**config.mk**
```make
export PLATFORM = sky130hd
export DESIGN_NAME = ssc_back
export DESIGN_NICKNAME = d
export VERILOG_FILES = /design/src/rtl/ssc_pkg.sv /design/src/rtl/ssc_back.sv
export SDC_FILE = /design/constraint.sdc
export NUM_CORES = 1
export LEC_CHECK = 0
export BUFFER_PORTS_ARGS = -buffer_cell sky130_fd_sc_hd__clkbuf_2
export CAP_MARGIN = 10
export CORE_MARGIN = 2
export CORE_UTILIZATION = 37
export CTS_BUF_LIST = sky130_fd_sc_hd__clkbuf_8
export DETAILED_ROUTE_END_ITERATION = 8
export GPL_ROUTABILITY_DRIVEN = 1
export PLACE_DENSITY = 0.88
export SETUP_SLACK_MARGIN = 0.15
export SLEW_MARGIN = 25
export SYNTH_ARGS = -nofsm -noshare
export SYNTH_HDL_FRONTEND = slang
export SYNTH_SLANG_ARGS = --single-unit
```
**constraint.sdc**
```tcl
create_clock -name clock -period 2.1 [get_ports clock]
set_input_delay 0.42 -clock clock [delete_from_list [all_inputs] [get_ports clock]]
set_output_delay 0.42 -clock clock [all_outputs]
set_load 0.02 [all_outputs]
```
**src/rtl/ssc_pkg.sv**
```systemverilog
// Shared types, constants and opcodes for the SPIR-V spec-constant rewriter.
// It depends on nothing else. The front, queue, back and top files import it.
package ssc_pkg;

   localparam int TARGET_ENTRIES = 64;
   localparam int VALUE_ENTRIES  = 16;
   localparam int HEADER_WORDS   = 5;
   localparam int TGT_IDX_W      = (TARGET_ENTRIES > 1) ? $clog2(TARGET_ENTRIES) : 1;
   localparam int VAL_IDX_W      = (VALUE_ENTRIES > 1) ? $clog2(VALUE_ENTRIES) : 1;
   localparam int QUEUE_DEPTH    = 4;
   localparam int QPTR_W         = $clog2(QUEUE_DEPTH);

   localparam logic [15:0] OPC_CONST_TRUE  = 16'd41;
   localparam logic [15:0] OPC_CONST_FALSE = 16'd42;
   localparam logic [15:0] OPC_CONST       = 16'd43;
   localparam logic [15:0] OPC_SPEC_TRUE   = 16'd48;
   localparam logic [15:0] OPC_SPEC_FALSE  = 16'd49;
   localparam logic [15:0] OPC_SPEC        = 16'd50;
   localparam logic [15:0] OPC_DECORATE    = 16'd71;
   localparam logic [31:0] DECO_SPEC_ID    = 32'd1;
   localparam logic [15:0] CNT3            = 16'd3;
   localparam logic [15:0] CNT4            = 16'd4;

   localparam logic ITEM_LOAD = 1'b0;
   localparam logic ITEM_WORD = 1'b1;
   localparam logic KIND_BOOL = 1'b0;
   localparam logic KIND_LIT  = 1'b1;

   typedef enum logic [1:0] {
      ERR_NONE     = 2'd0,
      ERR_UNDECO   = 2'd1,
      ERR_TGT_FULL = 2'd2,
      ERR_VAL_FULL = 2'd3
   } err_type;

   typedef enum logic [1:0] {
      MODE_COPY    = 2'd0,
      MODE_REWRITE = 2'd1,
      MODE_DROP    = 2'd2
   } mode_type;

   typedef enum logic [1:0] {
      FOUND_NONE = 2'd0,
      FOUND_BOOL = 2'd1,
      FOUND_LIT  = 2'd2
   } found_type;

   typedef struct packed {
      logic        opcode;
      logic [31:0] spec_id;
      logic        value_kind;
      logic [31:0] spec_value;
      logic [31:0] module_word;
      logic        last_word;
   } item_type;

   typedef struct packed {
      logic [31:0] word;
      logic        valid;
      logic        last;
      err_type     err;
   } result_type;

   typedef struct packed {
      logic [1:0]       count;
      result_type [2:0] res;
   } bundle_type;

endpackage

```
**src/rtl/ssc_back.sv**
```systemverilog
// Back end: unless out_ready stalls, walks the head bundle one result
// per cycle into the output register. Uses ssc_pkg for its types.
module ssc_back
   import ssc_pkg::*;
(
   input  logic       clock,
   input  logic       reset,
   input  logic       head_valid,
   input  bundle_type head,
   output logic       pop,
   output logic       out_valid,
   input  logic       out_ready,
   output result_type out_res
);

   logic [1:0] idx_ff, idx_in;
   logic       valid_ff, valid_in;
   result_type res_ff, res_in;
   logic       load;

   assign load      = head_valid && (!valid_ff || out_ready);
   assign pop       = load && (idx_ff == head.count - 2'd1);
   assign out_valid = valid_ff;
   assign out_res   = res_ff;

   always_comb begin
      idx_in   = idx_ff;
      valid_in = valid_ff;
      res_in   = res_ff;
      if (valid_ff && out_ready) begin
         valid_in = 1'b0;
      end
      if (load) begin
         valid_in = 1'b1;
         res_in   = head.res[idx_ff];
         idx_in   = pop ? 2'd0 : idx_ff + 2'd1;
      end
   end

   always_ff @(posedge clock) begin
      if (reset) begin
         idx_ff   <= '0;
         valid_ff <= 1'b0;
      end else begin
         idx_ff   <= idx_in;
         valid_ff <= valid_in;
      end
   end

   always_ff @(posedge clock) begin
      res_ff <= res_in;
   end

endmodule

```
==> metrics.txt <==
status=complete, no violations; CP Capture Type=primary output; final WL=5.30 mm; H-tree levels=2; WP data required=1.68 ns; Worst Skew=0.00658 ns; Core ar.=5200 sq um; Clk pin slew, worst setup/hold paths=0.07 ns; Worst EP arrival=1.43 ns; Detail Placement HPWL=4.11 mm; Die Y=78.0 um; Synth cell types=23; Synth area leaders=edfxtp_1, mux2i_1, o21ai_0; Core Util, Final=56.0%; initial antenna violation count=0; Num Clock Sinks=39; die width=78.0 um; Hold Fails Final Rpt=0; Mapped Area=2030 sq um; Syn Inst Count=180; final period utilization=88.3%; postcts setup bufs=0; Final Net Count=444; top-count cell post-synth=nand2_1; hold_ws=0.379 ns; CP max stage delay=0.36 ns; antenna cells=0; DR iter-0 viols=72; proportion of synthesized chip area in sequential cells=56.3%; Max clock buf depth=2; fin crit period=1.85 ns; vias in the first global route=1929; routability cong.=0.753; Cell Pwr Density=640 nW/um^2; DR WL/cell=13.3 um; All-Layer GR Usage=17.4%; largest net degree at the start of global routing=40; Pre-antenna DRT Iters=4; total number of vias=1864; Worst-Skew Late Latency=0.28 ns; Synth Area per Inst=11.3 sq um; Fmax=539 MHz; Top FF cell, synth=edfxtp_1; Hold Buf Count CTS=0; Critical path buffers and inverters=1; area grow syn2layout=44.0%; critical path cell sequence=xnor2_1, or3b_1, a21boi_1, buf_2; total CTS buffers=5; Port Buffer Count=151; Starting Density=38.9%; Final ANT Viol Nets=0; Synth top cells by count=nand2_1, edfxtp_1, mux2i_1, o21ai_0, buf_2; Setup CP Type=reg -> out; max_cap viols=0; syn_nets=294; RSZ-0062 raised after global routing=false; Yosys reg bits=39; hold crit path type=in -> reg; Critical Path Slowest Stage Cell=or3b_1; Row Count=26; Leak=1.31 nW; Slew @ Worst Pin=0.469 ns; setup_tns=0 ns; Root Driver=clkbuf_8; Vias/cell=4.67; worst reg-to-reg setup slack=0.59 ns; Post-synth EDFFs=36; Async S/R FF share, synth=0%; DRC errors left=0; CTS tree=done; # fillers=481; Yosys top cell by area=edfxtp_1; I/O pin cnt=152; crit-path max FO=3; Final Setup Violations=0; CP startpoint kind=flip-flop; area share of the leading cell type in the synthesized netlist=53.4%; final-report max-slew violation count=0; Slew headroom=68.7%; area of the multi-input gates=801 sq um; yosys warns=0; Register Area=1140 sq um; Peak VDD IR=0.000427 V; CP delay by family, top=simple AND/OR/NAND/NOR gates; overall die area=6080 sq um; wire length of the first global-routing pass=8.51 mm; overflow left after global routing=0; share of cells above drive strength 1=50.2%
## where the power goes
group | internal, W | switching, W
Sequential | 0.000944 | 0.0000203
Clock | 0.000216 | 0.000220
Combinational | 0.000206 | 0.000261
Total | 0.00137 | 0.000502
## cell families (layout without fill, tap and decap cells)
group           after synthesis  in the layout  synth area share [%]
buf+inv                      15            164                  4.39
simple gates                 46             46                  9.57
flops                        39             39                  56.3
compound gates               43             43                  11.5
mux                          36             36                  17.8
xor+xnor                      1              1                 0.432
## layout make-up
type | count | share of cell area (%)
clock buffer | 5 | 2.36
clock inverter | 1 | 0.129
inverter | 2 | 0.257
multi-input combinational | 126 | 27.5
sequential | 39 | 39.2
tap | 70 | 3.00
timing repair buffer | 156 | 27.6
## cells in the final DEF (no fill, tap or decap)
master,instances
o21ai_0,36
xnor2_1,1
mux2i_1,36
nand2b_1,3
buf_4,4
a311oi_1,1
a21boi_1,1
nand3b_1,1
a41o_1,1
clkbuf_8,5
and2_4,1
edfxtp_1,36
dfxtp_2,1
nand2_1,37
buf_2,1
or3b_1,1
a21o_1,1
dfxtp_1,2
nor2_1,2
a31o_2,1
a21oi_1,2
buf_12,1
clkbuf_2,150
inv_1,3
nor2b_2,1
## final timing paths
check                               from                endpoint  depth (start not counted)
hold reg to reg   idx_ff[0]$_SDFFE_PP0P_  idx_ff[1]$_SDFFE_PP0P_                          1
setup reg to reg  idx_ff[1]$_SDFFE_PP0P_   out_res[11]$_DFFE_PP_                          5
setup / recovery  idx_ff[1]$_SDFFE_PP0P_                     pop                          4
hold / removal                     reset  out_valid$_SDFFE_PP0P_                          2
## per-layer routing
metal	track usage [%]	share of wire (%)	routed length [um]
met1	17.5	37	1970
met3	5.12	7.2	380
met5	0	0	0
met4	5.26	0.40	21
met2	34.1	55	2920
## stage by stage
step,cell area [sq um],setup WS (ns),cells,total power (W)
floorplan,2030,0.289,180,0.00124
global placement,2840,0.360,393,0.00143
detailed placement,2840,0.320,393,0.00145
CTS,2920,0.209,399,0.00189
global route,2920,0.158,399,0.00196
finish,2920,0.246,399,0.00187
## repair_timing
action,CTS,global route
endpoints found under the setup margin,0,1
resized for setup,0,1
endpoints found under the hold margin,0,0
## sequential cells by signal (all words and copies together), names as in the netlist
| signal | cells |
|---|---|
| out_res | 36 |
| out_valid | 1 |
| idx_ff | 2 |
Note: power is estimated with default switching activity, not from simulation.
