## config.mk

```make
export PLATFORM = sky130hd
export DESIGN_NAME = ssc_queue
export DESIGN_NICKNAME = d
export VERILOG_FILES = /design/src/rtl/ssc_pkg.sv /design/src/rtl/ssc_queue.sv
export SDC_FILE = /design/constraint.sdc
export NUM_CORES = 1
export LEC_CHECK = 0
export ABC_AREA = 1
export CORE_AREA = 3 3 236 146
export DETAILED_ROUTE_END_ITERATION = 16
export DIE_AREA = 0 0 239 149
export DONT_BUFFER_PORTS = 1
export MAX_ROUTING_LAYER = met4
export PLACE_DENSITY = 0.82
export SLEW_MARGIN = 20
export SYNTH_ARGS = -nofsm -noshare
export SYNTH_HDL_FRONTEND = slang
export SYNTH_SLANG_ARGS = --single-unit
```

## constraint.sdc

```tcl
create_clock -name clock -period 3.4 [get_ports clock]
set_input_delay 0.51 -clock clock [delete_from_list [all_inputs] [get_ports clock]]
set_output_delay 0.51 -clock clock [all_outputs]
set_load 0.02 [all_outputs]
```

## src/rtl/ssc_pkg.sv

```systemverilog
// Shared types, constants and opcodes for the SPIR-V spec-constant rewriter.
// It depends on nothing else. The front, queue, back and top files import it.
package ssc_pkg;

   localparam int TARGET_ENTRIES = 64;
   localparam int VALUE_ENTRIES  = 16;
   localparam int HEADER_WORDS   = 5;
   localparam int TGT_IDX_W      = (TARGET_ENTRIES > 1) ? $clog2(TARGET_ENTRIES) : 1;
   localparam int VAL_IDX_W      = (VALUE_ENTRIES > 1) ? $clog2(VALUE_ENTRIES) : 1;
   localparam int QUEUE_DEPTH    = 4;
   localparam int QPTR_W         = $clog2(QUEUE_DEPTH);

   localparam logic [15:0] OPC_CONST_TRUE  = 16'd41;
   localparam logic [15:0] OPC_CONST_FALSE = 16'd42;
   localparam logic [15:0] OPC_CONST       = 16'd43;
   localparam logic [15:0] OPC_SPEC_TRUE   = 16'd48;
   localparam logic [15:0] OPC_SPEC_FALSE  = 16'd49;
   localparam logic [15:0] OPC_SPEC        = 16'd50;
   localparam logic [15:0] OPC_DECORATE    = 16'd71;
   localparam logic [31:0] DECO_SPEC_ID    = 32'd1;
   localparam logic [15:0] CNT3            = 16'd3;
   localparam logic [15:0] CNT4            = 16'd4;

   localparam logic ITEM_LOAD = 1'b0;
   localparam logic ITEM_WORD = 1'b1;
   localparam logic KIND_BOOL = 1'b0;
   localparam logic KIND_LIT  = 1'b1;

   typedef enum logic [1:0] {
      ERR_NONE     = 2'd0,
      ERR_UNDECO   = 2'd1,
      ERR_TGT_FULL = 2'd2,
      ERR_VAL_FULL = 2'd3
   } err_type;

   typedef enum logic [1:0] {
      MODE_COPY    = 2'd0,
      MODE_REWRITE = 2'd1,
      MODE_DROP    = 2'd2
   } mode_type;

   typedef enum logic [1:0] {
      FOUND_NONE = 2'd0,
      FOUND_BOOL = 2'd1,
      FOUND_LIT  = 2'd2
   } found_type;

   typedef struct packed {
      logic        opcode;
      logic [31:0] spec_id;
      logic        value_kind;
      logic [31:0] spec_value;
      logic [31:0] module_word;
      logic        last_word;
   } item_type;

   typedef struct packed {
      logic [31:0] word;
      logic        valid;
      logic        last;
      err_type     err;
   } result_type;

   typedef struct packed {
      logic [1:0]       count;
      result_type [2:0] res;
   } bundle_type;

endpackage

```

## src/rtl/ssc_queue.sv

```systemverilog
// Short bundle queue between the front and back ends.
// Uses ssc_pkg for the bundle type and depth.
module ssc_queue
   import ssc_pkg::*;
(
   input  logic       clock,
   input  logic       reset,
   input  logic       push,
   input  bundle_type push_bundle,
   output logic       full,
   input  logic       pop,
   output logic       head_valid,
   output bundle_type head
);

   bundle_type          slot_ff [QUEUE_DEPTH];
   logic [QPTR_W-1:0]   wr_ff, wr_in;
   logic [QPTR_W-1:0]   rd_ff, rd_in;
   logic [QPTR_W:0]     count_ff, count_in;

   assign full       = (count_ff == (QPTR_W+1)'(QUEUE_DEPTH));
   assign head_valid = (count_ff != '0);
   assign head       = slot_ff[rd_ff];

   always_comb begin
      wr_in    = push ? wr_ff + QPTR_W'(1) : wr_ff;
      rd_in    = pop ? rd_ff + QPTR_W'(1) : rd_ff;
      count_in = count_ff + (QPTR_W+1)'(push) - (QPTR_W+1)'(pop);
   end

   always_ff @(posedge clock) begin
      if (reset) begin
         wr_ff    <= '0;
         rd_ff    <= '0;
         count_ff <= '0;
      end else begin
         wr_ff    <= wr_in;
         rd_ff    <= rd_in;
         count_ff <= count_in;
      end
   end

   always_ff @(posedge clock) begin
      if (push) begin
         slot_ff[wr_ff] <= push_bundle;
      end
   end

   a_no_overflow: assert property (@(posedge clock) disable iff (reset)
      full |-> !push)
      else $error("queue push while full");
   a_no_underflow: assert property (@(posedge clock) disable iff (reset)
      pop |-> head_valid)
      else $error("queue pop while empty");
   a_count_step: assert property (@(posedge clock) disable iff (reset)
      (push && !pop) |=> count_ff == $past(count_ff) + (QPTR_W+1)'(1))
      else $error("queue count did not advance on push");

endmodule

```

==> impl_metrics.ini, run 1 <==
[worst_setup_path]
path_class = register to primary output
crit_path_start_kind = register
critPathRequiredTime_ps = 2890
max_stage_delay_ps = 770
worstPathMaxFanout = 55
crit_buf_inv = 1
worstPathArrival_ps = 2240
worst_setup_path_end_kind = primary output
crit_chain = buf_4 > a21oi_1 > o21ai_0 > nand2_1
critPathTopFamily = flip-flops
crit_path_top_delay_cell = dfxtp_4

[routing]
wire_per_inst_um = 18.8
drc_errors = 0
drtPass1Iterations = 5
routed-via-count = 9549
ant_nets = 0
viasPerCell = 5.37
routed_wl_mm = 33.4
drtIter0Drc = 748

[global_routing]
grt_usage_pct = 19.0
use_met3_pct = 7.26
grt_max_degree = 168
antenna_found_initial = 0
grt_busiest_layer = met2
grt_pass1_vias = 9230
gr-total-overflow = 0
grt_pass1_wl_mm = 51.0
use_met2_pct = 30.2
use_met1_pct = 23.1

[timing]
rsz0062_at_grt = no
hold_viol_final = 0
final-setup-viol-count = 0
maxSlewViolCount = 0
clock.fmax_mhz = 364
worst_pin_slew_ps = 723
slew_headroom_pct = 51.8
min_period_ps = 2750
fin_crit_sh_pct = 80.8
setup_tns_ps = 0
fin_skew_ps = 28.1

[floorplanning]
core.rowCount = 51
ios = 226
fp.coreArea_um2 = 32300
die-area_um2 = 35600
die_h_um = 149
die_width_um = 239
start_util_pct = 54.9

[place]
gp_congestion = 0.771
hpwlAfterDp_mm = 20.0
io_buffers = 0

[logic_synthesis]
synthTopCellsByArea = edfxtp_1 (75%), inv_1 (5.0%), nand2_1 (4.8%)
syn_avg_cell_area_um2 = 13.2
ys_seq_elements = 449
syn_inst = 1339
ys_types = 15
synth_top_area_share_pct = 74.5
syn_area_um2 = 17700
syn-num-nets = 1460
ys.warnings.count = 0
ys_seq_area_share_pct = 75.5
yosysTopAreaCell = edfxtp_1

[worst_hold_path]
hold_path_class = input pin to register

[job]
maxCapViolCount = 0

[power]
leakagePower_uw = 0.00702
peakVddDrop_mv = 0.444
power_uw = 11400
p_per_area_nw_per_um2 = 595

[clock_network]
cts_max_level = 2
worstSkewPairLatency_ps = 530
ctsHoldBuffers = 0
cts_buffers = 39
cts.sinks = 449
cts_root_buf = clkbuf_16
clk_pin_slew_ps = 60
cts_setup_buffers = 0
cts_tree = done
post_cts_resized = 0
cts.path.max_buffers = 3

[layout]
fillCellCount = 2394
syn_to_final_growth_pct = 8.04
seq_area_um2 = 13400
multiInputGateArea_um2 = 2950
drive_above_1_share_pct = 5.62
nNetsFinal = 1447
antenna_cells = 0

[run_status]
outcome = finished clean
[registers in the layout, summed over array words and instances, names as in the netlist, named ones only]
name and flops:
wr_ff 2, slot_ff 440, rd_ff 2, count_ff 3
[path summary, 6_finish.rpt]
path                 start              end  slack (ps)  cells after the start
hold / removal       reset      count_ff[0]          40                      1
hold reg to reg   rd_ff[1]         register         450                      2
setup reg to reg  wr_ff[0]  slot_ff[2][109]        1380                      5
setup / recovery  register        head[100]         650                      4
[cell usage in the layout (no fill, tap or decap), types with 2 or more instances in the layout]
cell and n:
a21oi_1 116, buf_12 8, buf_4 11, clkbuf_1 11
clkbuf_16 39, clkinv_1 6, clkinv_2 8, dfxtp_1 7
dfxtp_4 2, edfxtp_1 440, ha_1 6, inv_1 232
inv_4 4, inv_6 2, nand2_1 228, nand3_1 2
nor2_1 4, o211ai_1 110, o21ai_0 83, o21ai_1 31
[cells by family (layout without fill, tap and decap cells)]
logic type,after synthesis,count (layout),synth area share [%]
AOI/OAI and AO/OA,340,340,11.1
buffers and inverters,309,323,7.82
DFF,449,449,75.5
adders and majority gates,7,7,0.536
and+or+nand+nor,234,234,4.97
[routing by layer]
layer  up-vias  wire [µm]  share of wire [%]
li1       4621          -                  -
met1      4596      13500                 40
met2       284      16000                 48
met3        48       3310                9.9
met4         0        649                1.9
met5         -          0                  0
[report_power, final]
group          switching [µW]  total [µW]  internal [µW]
registers                74.6        6410           6330
clock network            1830        4020           2200
logic                     774         978            204
[cell usage after synthesis]
library cell and count:
clkbuf_1 2, inv_1 236, nand2_1 228, fa_1 1, dfxtp_1 9, a21oi_1 116, nand3_1 2, o21ai_1 31
buf_6 22, edfxtp_1 440, o211ai_1 110, nor2_1 4, o21ai_0 83, ha_1 6, buf_2 49
[layout make-up]
class                           instances  share of cell area [%]
Sequential cell                       449                    70.0
Multi-Input combinational cell        581                    15.4
Timing Repair Buffer                   19                    1.27
Clock inverter                         18                   0.614
Clock buffer                           50                    5.31
Inverter                              236                    4.68
Tap cell                              424                    2.77
[per-stage QoR]
stage	hold WS (ps)	setup slack [ps]	cells	instance area (µm²)	utilization, %
2_1_floorplan	436	226	1339	17700	-
3_3_place_gp	446	1240	1709	18000	55.8
3_5_place_dp	444	1210	1709	18000	55.8
4_1_cts	13.1	618	1777	19200	59.3
5_1_grt	4.99	491	1777	19200	59.3
6_report	43.6	654	1777	19200	59.3
Note: power is estimated with default switching activity, not from simulation.
==> run 2, diff against run 1 <==
--- a/config.mk
+++ b/config.mk
@@ -5,10 +5,10 @@
 export SDC_FILE = /design/constraint.sdc
 export NUM_CORES = 1
 export LEC_CHECK = 0
-export ABC_AREA = 1
-export CORE_AREA = 3 3 236 146
+export ABC_AREA = 0
+export CORE_AREA = 3 3 227 140
 export DETAILED_ROUTE_END_ITERATION = 16
-export DIE_AREA = 0 0 239 149
+export DIE_AREA = 0 0 230 143
 export DONT_BUFFER_PORTS = 1
 export MAX_ROUTING_LAYER = met4
 export PLACE_DENSITY = 0.82
==> constraint.sdc (replaced) <==
create_clock -name clock -period 2.3 [get_ports clock]
set_input_delay 0.345 -clock clock [delete_from_list [all_inputs] [get_ports clock]]
set_output_delay 0.345 -clock clock [all_outputs]
set_load 0.02 [all_outputs]
==> run 2 against run 1 <==
Against the previous run:
- final cell count is 32% lower
- critical path depth is 1 lower
- sequential power is 49% higher
- combinational power is 92% higher
- hold slack worse by 4.5 ps
- area after synthesis is 8.0% lower
- largest cell class unchanged
- largest power group unchanged
- highest routed layer unchanged
==> impl_metrics.ini, run 2 <==
[run_status]
outcome = finished clean

[routing]
routed-via-count = 7054
drtIter0Drc = 537
dr_wl_met2_mm = 17.1
viasPerCell = 5.84
wl_met1_mm = 12.9
highest-signal-layer = met4
wire_per_inst_um = 27.3
routed_wl_mm = 32.9
wl_met3_mm = 2.36
ant_nets = 0
drc_errors = 0
drtPass1Iterations = 4

[logic_synthesis]
synth_edf_count = 440
synthXorXnorAreaFrac_pct = 0.253
yosys.area_share.simple_pct = 0.468
syn-num-nets = 737
async_flop_share_pct = 0
synth_top_family_by_area = multiplexers
syn_avg_cell_area_um2 = 26.5
syn_inst = 616
synthTopCellsByArea = edfxtp_1 (81%), mux4_2 (15%), dfxtp_1 (1.1%)
ys.flop_type = edfxtp_1
syn_area_um2 = 16300
synth_mux_area_share_pct = 15.2
yosysTopAreaCell = edfxtp_1
ys_seq_area_share_pct = 82.1
synth_most_common_cell = edfxtp_1
synth_top_area_share_pct = 81.0
ys_seq_elements = 449
yosys.area_share.adder_pct = 0.583
ys.warnings.count = 0
ys_types = 20
netlist_top_cells_count = edfxtp_1 (440), mux4_2 (110), buf_2 (11), buf_6 (11), dfxtp_1 (9)
synth_compound_area_share_pct = 0.0920

[job]
maxCapViolCount = 0

[clock_network]
clk_pin_slew_ps = 60
cts_max_level = 2
cts_buffers = 40
cts_tree = done
cts_root_buf = clkbuf_16
cts.sinks = 449
cts.path.max_buffers = 3
worstSkewPairLatency_ps = 530

[layout]
nNetsFinal = 888
largest_register_ff_count = 440
syn_to_final_growth_pct = 19.8
top_regs = slot_ff (440), count_ff (3)
fin_cells = 1207
drive_above_1_share_pct = 24.3
mostFrequentLayoutCells = edfxtp_1 (440), dlygate4sd3_1 (113), mux4_2 (110)
top_register = slot_ff
final_common_cell = edfxtp_1

[global_routing]
antenna_found_initial = 2
gr-total-overflow = 0
grt_pass1_vias = 7535
grt_max_degree = 64
grt_pass1_wl_mm = 48.5
grt_usage_pct = 20.4

[worst_setup_path]
critPathRequiredTime_ps = 1960
path_class = register to primary output
crit_path_start_kind = register
worstPathArrival_ps = 1890
worst_setup_path_end_kind = primary output
worstPathMaxFanout = 18

[power]
leakagePower_uw = 0.00616
power_uw = 18000
p_per_area_nw_per_um2 = 923
peakVddDrop_mv = 0.632

[timing]
worst_pin_slew_ps = 428
maxSlewViolCount = 0
final-setup-viol-count = 0
min_period_ps = 2240
hold_viol_final = 0
slew_headroom_pct = 71.4
clock.fmax_mhz = 447
rsz0062_at_grt = yes
fin_crit_sh_pct = 97.2
fin_skew_ps = 12.8

[place]
io_buffers = 0
gp_congestion = 0.741
hpwlAfterDp_mm = 18.9
place_inst = 1013

[worst_hold_path]
hold_path_class = input pin to register

[floorplanning]
die_width_um = 230
start_util_pct = 54.8
ios = 226
core.rowCount = 49
fp.coreArea_um2 = 29800
die-area_um2 = 32900
die_h_um = 143
## run 2: changes by cell type after synthesis, sizes merged, moves of 2 or more
cell / change
buf: -49
and2: +4
a21oi: -115
mux4: +110
nand2: -228
o21ai: -114
nor2b: +2
inv: -230
xnor2: +2
o211ai: -110
nand3: -2
## run 2: final cells by class
class	count	area (µm²)
Clock buffer	52	1100
Sequential cell	449	13400
Inverter	6	22.5
Antenna cell	2	5.00
Tap cell	408	510
Timing Repair Buffer	133	1570
Clock inverter	20	218
Multi-Input combinational cell	137	2730
Fill cell	1856	10300
## run 2: cells by family (layout without fill, tap and decap cells)
logic type,count (synthesis),in the layout
buffers and inverters,30,211
AND/OR/NAND/NOR,14,14
multiplexers,111,111
adder cells (fa/ha/maj),7,7
XOR/XNOR,3,3
other,0,2
AO/OA/AOI/OAI,2,2
flip-flops,449,449
## run 2: stage by stage
stage	instance area [µm²]	setup TNS (ps)	hold slack, ps	setup slack, ps	util [%]
final	19500	0	39.1	64.8	65.6
after global placement	16900	0	419	439	56.7
after global routing	19500	-161	6.64	-11.3	65.6
after floorplan	16300	0	417	528	-
after CTS	19400	-1710	4.55	-62.5	65.0
after detailed placement	16900	0	421	397	56.7
## run 2: final timing paths
kind | slack [ps] | from | cells past startpoint | to
setup reg to reg | 530 | wr_ff[0] | 4 | slot_ff[0][76]
setup / recovery | 60 | register | 3 | head[11]
hold reg to reg | 570 | rd_ff[0] | 2 | register
hold / removal | 40 | pop | 2 | register
## run 2: power by group
group | total [µW] | leakage [µW] | switching, µW | internal (µW)
Clock | 6640 | 0.000643 | 2800 | 3840
Combinational | 1880 | 0.00140 | 1130 | 754
Sequential | 9520 | 0.00412 | 114 | 9400
## run 2: worst max-delay path, stage by stage, from the launching register on
cell,delay (ps)
dfxtp_4,370
buf_12,140
clkbuf_16,230
mux4_2,620
## run 2: per-layer routing
layer	vias to the layer above	track usage (%)
li1	2962	-
met1	3763	26.0
met2	286	33.6
met3	43	5.44
met4	0	4.82
met5	-	-
## run 2: timing repair
| item | in CTS | in global routing |
|---|---|---|
| resized for setup | 3 | 3 |
| hold buffers | 113 | 0 |
| cloned | 0 | 5 |
| buffers inserted | 0 | 2 |
| hold endpoints to repair | 449 | 0 |
| endpoints found under the setup margin | 74 | 107 |
